File: config.mk
export PLATFORM = sky130hd
export DESIGN_NAME = magnetic_pole_alternation_detector
export DESIGN_NICKNAME = d
export VERILOG_FILES = /design/src/rtl/mpad_pkg.sv /design/src/rtl/mpad_ctrl.sv /design/src/rtl/mpad_datapath.sv /design/src/rtl/magnetic_pole_alternation_detector.sv
export SDC_FILE = /design/constraint.sdc
export NUM_CORES = 1
export LEC_CHECK = 0
export ABC_CLOCK_PERIOD_IN_PS = 7000
export BUFFER_PORTS_ARGS = -buffer_cell sky130_fd_sc_hd__buf_2
export CORE_AREA = 2 2 185 187
export CTS_CLUSTER_SIZE = 12
export DETAILED_ROUTE_END_ITERATION = 8
export DIE_AREA = 0 0 187 189
export PLACE_DENSITY = 0.7
export SLEW_MARGIN = 30
export SYNTH_ARGS = -nofsm -noshare
export SYNTH_HDL_FRONTEND = slang
export SYNTH_SLANG_ARGS = --single-unit
export TNS_END_PERCENT = 30
File: constraint.sdc
create_clock -name aclk -period 7 [get_ports aclk]
set_clock_uncertainty 0.1 [all_clocks]
set_input_delay 1.05 -clock aclk [delete_from_list [all_inputs] [get_ports aclk]]
set_output_delay 1.05 -clock aclk [all_outputs]
set_load 0.02 [all_outputs]
File: src/rtl/mpad_pkg.sv
package mpad_pkg;

    typedef enum logic [1:0] {
        ST_IDLE,
        ST_SCAN,
        ST_DRAIN,
        ST_FINISH
    } mpad_state_t;

    // register indexes on the configuration port
    localparam logic [1:0] REG_POLE_LEVEL       = 2'd0;
    localparam logic [1:0] REG_EXCURSION_MIN    = 2'd1;
    localparam logic [1:0] REG_CROSSINGS_NEEDED = 2'd2;

    localparam logic [6:0] POLE_LEVEL_RST       = 7'd80;
    localparam logic [7:0] EXCURSION_MIN_RST    = 8'd10;
    localparam logic [4:0] CROSSINGS_NEEDED_RST = 5'd11;

    typedef struct packed {
        logic load_in;   // write the sample and start a scan
        logic issue;     // read one window entry
        logic load_out;  // move the scan result to the output register
    } mpad_cmd_t;

    typedef struct packed {
        logic scan_last; // read address is on the newest entry
        logic out_free;  // output register can take a result
    } mpad_status_t;

endpackage

File: src/rtl/mpad_ctrl.sv
module mpad_ctrl (
    input  logic                  aclk,
    input  logic                  aresetn,
    input  logic                  s_tvalid,
    output logic                  s_tready,
    input  mpad_pkg::mpad_status_t status,
    output mpad_pkg::mpad_cmd_t    cmd
);
    import mpad_pkg::*;

    mpad_state_t state_reg;
    mpad_state_t state_next;

    always_ff @(posedge aclk) begin
        if (!aresetn) begin
            state_reg <= ST_IDLE;
        end else begin
            state_reg <= state_next;
        end
    end

    always_comb begin
        state_next = state_reg;
        unique case (state_reg)
            ST_IDLE: begin
                if (s_tvalid) state_next = ST_SCAN;
            end
            ST_SCAN: begin
                if (status.scan_last) state_next = ST_DRAIN;
            end
            ST_DRAIN: begin
                state_next = ST_FINISH;
            end
            ST_FINISH: begin
                if (status.out_free) state_next = ST_IDLE;
            end
            default: begin
                state_next = ST_IDLE;
            end
        endcase
    end

    always_comb begin
        s_tready     = 1'b0;
        cmd          = '0;
        unique case (state_reg)
            ST_IDLE: begin
                s_tready    = 1'b1;
                cmd.load_in = s_tvalid;
            end
            ST_SCAN: begin
                cmd.issue = 1'b1;
            end
            ST_DRAIN: begin
            end
            ST_FINISH: begin
                cmd.load_out = status.out_free;
            end
            default: begin
            end
        endcase
    end

endmodule

File: src/rtl/mpad_datapath.sv
module mpad_datapath #(
    parameter int WINDOW_LEN = 30
) (
    input  logic                   aclk,
    input  logic                   aresetn,
    input  mpad_pkg::mpad_cmd_t    cmd,
    output mpad_pkg::mpad_status_t status,
    input  logic [7:0]             sample,
    input  logic                   cfg_wr_en,
    input  logic [1:0]             cfg_addr,
    input  logic [7:0]             cfg_wdata,
    output logic                   m_tvalid,
    input  logic                   m_tready,
    output logic                   north_pole,
    output logic                   south_pole,
    output logic                   alternating,
    output logic [4:0]             qualified_changes,
    output logic                   window_full
);
    import mpad_pkg::*;

    localparam int AW = (WINDOW_LEN > 1) ? $clog2(WINDOW_LEN) : 1;
    localparam int EW = AW + 5;
    localparam logic [AW-1:0] LAST_SLOT = AW'(WINDOW_LEN - 1);

    // configuration
    logic [6:0] pole_level_reg;
    logic [7:0] excursion_min_reg;
    logic [4:0] crossings_needed_reg;

    always_ff @(posedge aclk) begin
        if (!aresetn) begin
            pole_level_reg       <= POLE_LEVEL_RST;
            excursion_min_reg    <= EXCURSION_MIN_RST;
            crossings_needed_reg <= CROSSINGS_NEEDED_RST;
        end else if (cfg_wr_en) begin
            unique case (cfg_addr)
                REG_POLE_LEVEL:       pole_level_reg       <= cfg_wdata[6:0];
                REG_EXCURSION_MIN:    excursion_min_reg    <= cfg_wdata;
                REG_CROSSINGS_NEEDED: crossings_needed_reg <= cfg_wdata[4:0];
                default: begin
                end
            endcase
        end
    end

    // window memory and write side
    logic [7:0]    mem [WINDOW_LEN];
    logic [AW-1:0] wr_slot_reg;
    logic [AW-1:0] wr_slot_next;
    logic          filled_reg;

    assign wr_slot_next = (wr_slot_reg == LAST_SLOT) ? '0 : wr_slot_reg + 1'b1;

    always_ff @(posedge aclk) begin
        if (cmd.load_in) begin
            mem[wr_slot_reg] <= sample;
        end
    end

    always_ff @(posedge aclk) begin
        if (!aresetn) begin
            wr_slot_reg <= '0;
            filled_reg  <= 1'b0;
        end else if (cmd.load_in) begin
            wr_slot_reg <= wr_slot_next;
            if (wr_slot_reg == LAST_SLOT) filled_reg <= 1'b1;
        end
    end

    // read side: scan starts at the oldest entry
    logic [AW-1:0] rd_addr_reg;
    logic [AW-1:0] scan_cnt_reg;
    logic [7:0]    rd_data_reg;
    logic          rd_ok_reg;
    logic          rd_first_reg;
    logic          proc_en_reg;

    always_ff @(posedge aclk) begin
        if (!aresetn) begin
            rd_addr_reg  <= '0;
            scan_cnt_reg <= '0;
            proc_en_reg  <= 1'b0;
        end else begin
            proc_en_reg <= cmd.issue;
            if (cmd.load_in) begin
                rd_addr_reg  <= wr_slot_next;
                scan_cnt_reg <= '0;
            end else if (cmd.issue) begin
                rd_addr_reg  <= (rd_addr_reg == LAST_SLOT) ? '0 : rd_addr_reg + 1'b1;
                scan_cnt_reg <= scan_cnt_reg + 1'b1;
            end
        end
    end

    always_ff @(posedge aclk) begin
        if (cmd.issue) begin
            rd_data_reg  <= mem[rd_addr_reg];
            // entries never written since reset read as zero
            rd_ok_reg    <= filled_reg || (rd_addr_reg < wr_slot_reg);
            rd_first_reg <= (scan_cnt_reg == '0);
        end
    end

    assign status.scan_last = (scan_cnt_reg == LAST_SLOT);

    // scan accumulators
    logic signed [7:0] lo_reg;
    logic signed [7:0] hi_reg;
    logic signed [7:0] peak_reg;
    logic              tpos_reg;
    logic              tneg_reg;
    logic [AW-1:0]     count_reg;

    logic signed [7:0] v;
    logic              vpos;
    logic              vneg;
    logic signed [7:0] peak_upd;
    logic [7:0]        mag;
    logic              change;

    always_comb begin
        v        = rd_ok_reg ? $signed(rd_data_reg) : 8'sd0;
        vpos     = (v > 8'sd0);
        vneg     = v[7];
        peak_upd = ((tpos_reg && (v > peak_reg)) || (tneg_reg && (v < peak_reg))) ?
                   v : peak_reg;
        mag      = peak_upd[7] ? 8'(-peak_upd) : 8'(peak_upd);
        change   = (vpos && !tpos_reg) || (vneg && !tneg_reg);
    end

    always_ff @(posedge aclk) begin
        if (proc_en_reg) begin
            if (rd_first_reg) begin
                lo_reg    <= v;
                hi_reg    <= v;
                peak_reg  <= v;
                tpos_reg  <= vpos;
                tneg_reg  <= vneg;
                count_reg <= '0;
            end else begin
                if (v < lo_reg) lo_reg <= v;
                if (v > hi_reg) hi_reg <= v;
                if (change) begin
                    count_reg <= (mag >= excursion_min_reg) ? count_reg + 1'b1 : '0;
                    peak_reg  <= v;
                    tpos_reg  <= vpos;
                    tneg_reg  <= vneg;
                end else begin
                    peak_reg <= peak_upd;
                end
            end
        end
    end

    // output register
    logic          m_tvalid_reg;
    logic          north_reg;
    logic          south_reg;
    logic          alt_reg;
    logic [4:0]    qc_reg;
    logic          full_reg;
    logic [EW-1:0] count_ext;
    logic signed [8:0] hi_ext;
    logic signed [8:0] neg_pole;

    assign count_ext = EW'(count_reg);
    assign hi_ext    = {hi_reg[7], hi_reg};
    assign neg_pole  = -$signed({2'b00, pole_level_reg});

    assign status.out_free = !m_tvalid_reg || m_tready;

    always_ff @(posedge aclk) begin
        if (!aresetn) begin
            m_tvalid_reg <= 1'b0;
        end else if (cmd.load_out) begin
            m_tvalid_reg <= 1'b1;
        end else if (m_tready) begin
            m_tvalid_reg <= 1'b0;
        end
    end

    always_ff @(posedge aclk) begin
        if (cmd.load_out) begin
            north_reg <= filled_reg && (lo_reg > $signed({1'b0, pole_level_reg}));
            south_reg <= filled_reg && (hi_ext < neg_pole);
            alt_reg   <= (count_ext >= EW'(crossings_needed_reg));
            qc_reg    <= count_ext[4:0];
            full_reg  <= filled_reg;
        end
    end

    assign m_tvalid          = m_tvalid_reg;
    assign north_pole        = north_reg;
    assign south_pole        = south_reg;
    assign alternating       = alt_reg;
    assign qualified_changes = qc_reg;
    assign window_full       = full_reg;

endmodule

File: src/rtl/magnetic_pole_alternation_detector.sv
// an accepted input beat starts a scan that reads one window entry per cycle
// through the single memory read port, followed by a drain state and a finish
// state that loads the output register once it is free; s_tready is low until then
// a finished result waits in the output register while the next beat is taken
// reset (aresetn, synchronous, active low) empties the window, restores the
// register defaults and drops m_tvalid
module magnetic_pole_alternation_detector #(
    parameter int WINDOW_LEN = 30
) (
    input  logic        aclk,
    input  logic        aresetn,
    input  logic        s_tvalid,
    output logic        s_tready,
    input  logic [7:0]  s_tdata,   // [7:0] field_sample
    output logic        m_tvalid,
    input  logic        m_tready,
    output logic [15:0] m_tdata,   // [0] north_pole, [1] south_pole, [2] alternating,
                                   // [7:3] qualified_changes, [8] window_full, rest zero
    input  logic        cfg_wr_en,
    input  logic [1:0]  cfg_addr,
    input  logic [7:0]  cfg_wdata
);
    import mpad_pkg::*;

    mpad_cmd_t    cmd;
    mpad_status_t status;
    logic         north_pole;
    logic         south_pole;
    logic         alternating;
    logic [4:0]   qualified_changes;
    logic         window_full;

    mpad_ctrl u_ctrl (
        .aclk     (aclk),
        .aresetn  (aresetn),
        .s_tvalid (s_tvalid),
        .s_tready (s_tready),
        .status   (status),
        .cmd      (cmd)
    );

    mpad_datapath #(
        .WINDOW_LEN (WINDOW_LEN)
    ) u_datapath (
        .aclk              (aclk),
        .aresetn           (aresetn),
        .cmd               (cmd),
        .status            (status),
        .sample            (s_tdata),
        .cfg_wr_en         (cfg_wr_en),
        .cfg_addr          (cfg_addr),
        .cfg_wdata         (cfg_wdata),
        .m_tvalid          (m_tvalid),
        .m_tready          (m_tready),
        .north_pole        (north_pole),
        .south_pole        (south_pole),
        .alternating       (alternating),
        .qualified_changes (qualified_changes),
        .window_full       (window_full)
    );

    assign m_tdata = {7'd0, window_full, qualified_changes, alternating,
                      south_pole, north_pole};

endmodule

==> run metrics <==
FF-to-FF Start u_datapath.rd_ok_reg$_DFFE_PP_; Critical Path Start Type flip-flop; via count of the first global-routing pass 8010; DP Cell Count 1392; first-pass GRT wire length 46600 µm; r2r setup slk 2.02 ns; cts repair resizes 0; share of layout cells above drive strength 1 19.3%; post-synth cell types 58; DRC 0; Area Overhead vs Synth 11.4%; synth warn 0; CTS Buf Count 36; status finished clean; endpoint class of the critical path flip-flop; DRT Pass-1 Iters 5; max cap viols 0; Post-Syn Area 0.0147 mm²; Crit path largest cell delay 0.50 ns; final critical-path required period 4.98 ns; Final Max Tran Viols 0; Die ar. 0.0353 mm²; syn_area_per_cell 15.7 µm²; Clock Root Buffer clkbuf_16; final WL 29600 µm; CP Data Arrival Time 5.13 ns; gpl congestion 0.874; Tot Pwr 0.00581 W; Die Ht 189 µm; WL/cell 20.4 µm; slowest CP cell edfxtp_1; R2R Path End u_datapath.count_reg[3]$_SDFFCE_PP0P_; hold-critical path depth 2; Fmax achieved 201 MHz; largest net degree at the start of global routing 62; Worst Tran Pin Value 0.927 ns; # Post-CTS Setup Buffers 0; total leakage power 5.66 nW; sequential fraction of the synthesis area 64.5%; FP Rows 67; total gr overflow 0; initial antenna violation count 0; Bufs and invs on worst path 0; TritonCTS clock tree built; die width 187 µm; Clock Tree Buf Depth 3; Hold Crit Start u_datapath.crossings_needed_reg[0]$_SDFFE_PN1P_; reg2reg path depth 20; number of synthesized flops with an enable pin 290; max reg flops 240; Final Hold Viols 0; worst min-delay path class reg2reg; hold worst-path end u_datapath.crossings_needed_reg[0]$_SDFFE_PN1P_; Synth async-reset ratio 0%; Core Util, Final 49.4%; DRT antenna net count 0; n_diodes 0; Hold-fix buffers, CTS 0; number of port buffers 33; worst-path maximum fanout 15; Max rail drop VDD 0.243 mV; pwr/cell area 354 mW/mm²; routed vias/inst 5.53; Biggest register u_datapath.mem; final setup vio count 0; clock sinks 330; starting DRC count in detailed routing 596; CTS clk-pin slew, worst paths 0.06 ns; Critical Path RT 7.16 ns; fillcell total 2782; RSZ-0062 raised after global routing no; I/O pin count 41; Mapped Cells 941; Non-Filler Instances 1451; Total Routing Usage GR 17.1%; cell area after layout 0.0164 mm²; slew margin rel. 38.0%; clk_lat worst skew 0.53 ns; core area 0.0333 mm²; Area after DPL 0.0153 mm²; DR vias 8027; H-tree depth 2; fin crit share 71.1%; setup_tns 0 ns; HPWL Detailed 19200 µm; Crit Path Category reg2reg; largest delay contributor family on the critical path compound AO/OA/AOI/OAI gates; crit-path cells and2_0 -> ha_1 -> and4b_1 -> o21ai_2 -> a211oi_1 -> nor4_2 -> mux2i_1 -> mux2_4 -> mux2i_1 -> ha_1 -> nor2_1 -> xnor2_1 -> mux2i_1 -> ha_1 -> a21o_1 -> a21o_1 -> a21o_1 -> a21oi_1 -> o21a_1 -> nor3_1; predominant post-synthesis flop cell edfxtp_1; nets 1070; register bit total from synthesis 330; initial core utilization 44.3%
[worst max path at each step]
stage / startpoint / to / slack [ns] / depth (start not counted)
after global placement: u_datapath.rd_ok_reg$_DFFE_PP_ / u_datapath.count_reg[4]$_SDFFCE_PP0P_ / 2.17 / 20
after floorplan: u_datapath.rd_ok_reg$_DFFE_PP_ / u_datapath.count_reg[2]$_SDFFCE_PP0P_ / 2.55 / 22
final: u_datapath.rd_ok_reg$_DFFE_PP_ / u_datapath.count_reg[3]$_SDFFCE_PP0P_ / 2.02 / 20
after global routing: u_datapath.rd_ok_reg$_DFFE_PP_ / u_datapath.count_reg[2]$_SDFFCE_PP0P_ / 1.61 / 20
after detailed placement: u_datapath.rd_ok_reg$_DFFE_PP_ / u_datapath.count_reg[3]$_SDFFCE_PP0P_ / 2.02 / 20
after CTS: u_datapath.rd_ok_reg$_DFFE_PP_ / u_datapath.count_reg[3]$_SDFFCE_PP0P_ / 2.02 / 20
[cell usage in the layout, fill, tap and decap left out, types with 4 or more instances in the layout]
master / n
a21boi_0: 4
xnor2_1: 20
mux4_2: 72
nor2b_1: 25
mux2_2: 16
o21a_1: 8
a21o_1: 12
xor2_1: 8
buf_2: 33
nor3b_1: 6
edfxtp_1: 290
mux2i_1: 18
a21oi_1: 23
inv_1: 58
ha_1: 65
clkbuf_1: 10
clkbuf_16: 37
nand2b_1: 10
nand3_1: 15
dfxtp_1: 38
nor2_1: 59
and2_1: 6
mux2_4: 5
nand4_1: 6
nand2_1: 42
buf_4: 9
o21ai_0: 27
conb_1: 7
nor3_1: 15
[worst min-delay path, stage by stage (launching register included)]
cell and delay, ns:
dfxtp_1 0.33, mux2i_1 0.07, nand2_1 0.05
[power by group]
group	total (W)	leakage, nW	switching [W]	internal [W]
registers	0.00246	2.95	0.000144	0.00232
logic	0.00159	2.18	0.000842	0.000752
clock network	0.00175	0.528	0.000753	0.00100
total	0.00581	5.66	0.00174	0.00407
[kinds of logic (layout without fill, tap and decap cells)]
family          Yosys count  after routing  share of synthesized area (%)
mux                     112            112                           14.0
simple gates            199            199                           6.70
fa+ha+maj                67             67                           5.65
buf+inv                 104            160                           3.05
other cells               1              7                         0.0254
compound gates          100            100                           4.38
xor+xnor                 28             28                           1.66
flops                   330            330                           64.5
[per-layer routing]
layer / share of wire (%) / up-vias / global-route usage [%]
li1: - / 3657 / -
met1: 44 / 4042 / 23.1
met2: 48 / 258 / 27.8
met3: 5.8 / 70 / 3.04
met4: 3.0 / 0 / 6.29
met5: 0 / - / 0
[area by class of cell]
cell class | instances | area, µm² | share of cell area (%)
sequential | 330 | 9510 | 57.9
clock buffer | 49 | 991 | 6.03
inverter | 59 | 221 | 1.35
multi-input combinational | 513 | 4810 | 29.3
tap | 448 | 561 | 3.41
clock inverter | 10 | 92.6 | 0.564
timing repair buffer | 42 | 233 | 1.42
[through the flow]
step | hold slack [ns] | setup slack, ns
global route | 0.408 | 1.61
finish | 0.384 | 2.02
CTS | 0.394 | 2.02
floorplan | 0.349 | 2.55
global placement | 0.379 | 2.17
detailed placement | 0.375 | 2.02
[cells in the mapped netlist (all sizes together), types with 4 or more instances]
master    n  area share (%)
a21boi    4            0.20
a21o     12            0.61
a21oi    23            0.78
and2      7            0.30
buf      23            0.99
clkbuf   22            0.56
dfxtp    40             5.4
edfxtp  290              59
ha       65             5.5
inv      58             1.5
mux2     21             1.7
mux2i    19             1.3
mux4     72              11
nand2    42             1.1
nand2b   10            0.42
nand3    15            0.51
nand4     6            0.25
nor2     59             1.5
nor2b    25             1.1
nor3     16            0.54
nor3b     6            0.31
o21a      8            0.41
o21ai    28            0.98
xnor2    20             1.2
xor2      8            0.48
(Power assumes the default switching activity.)
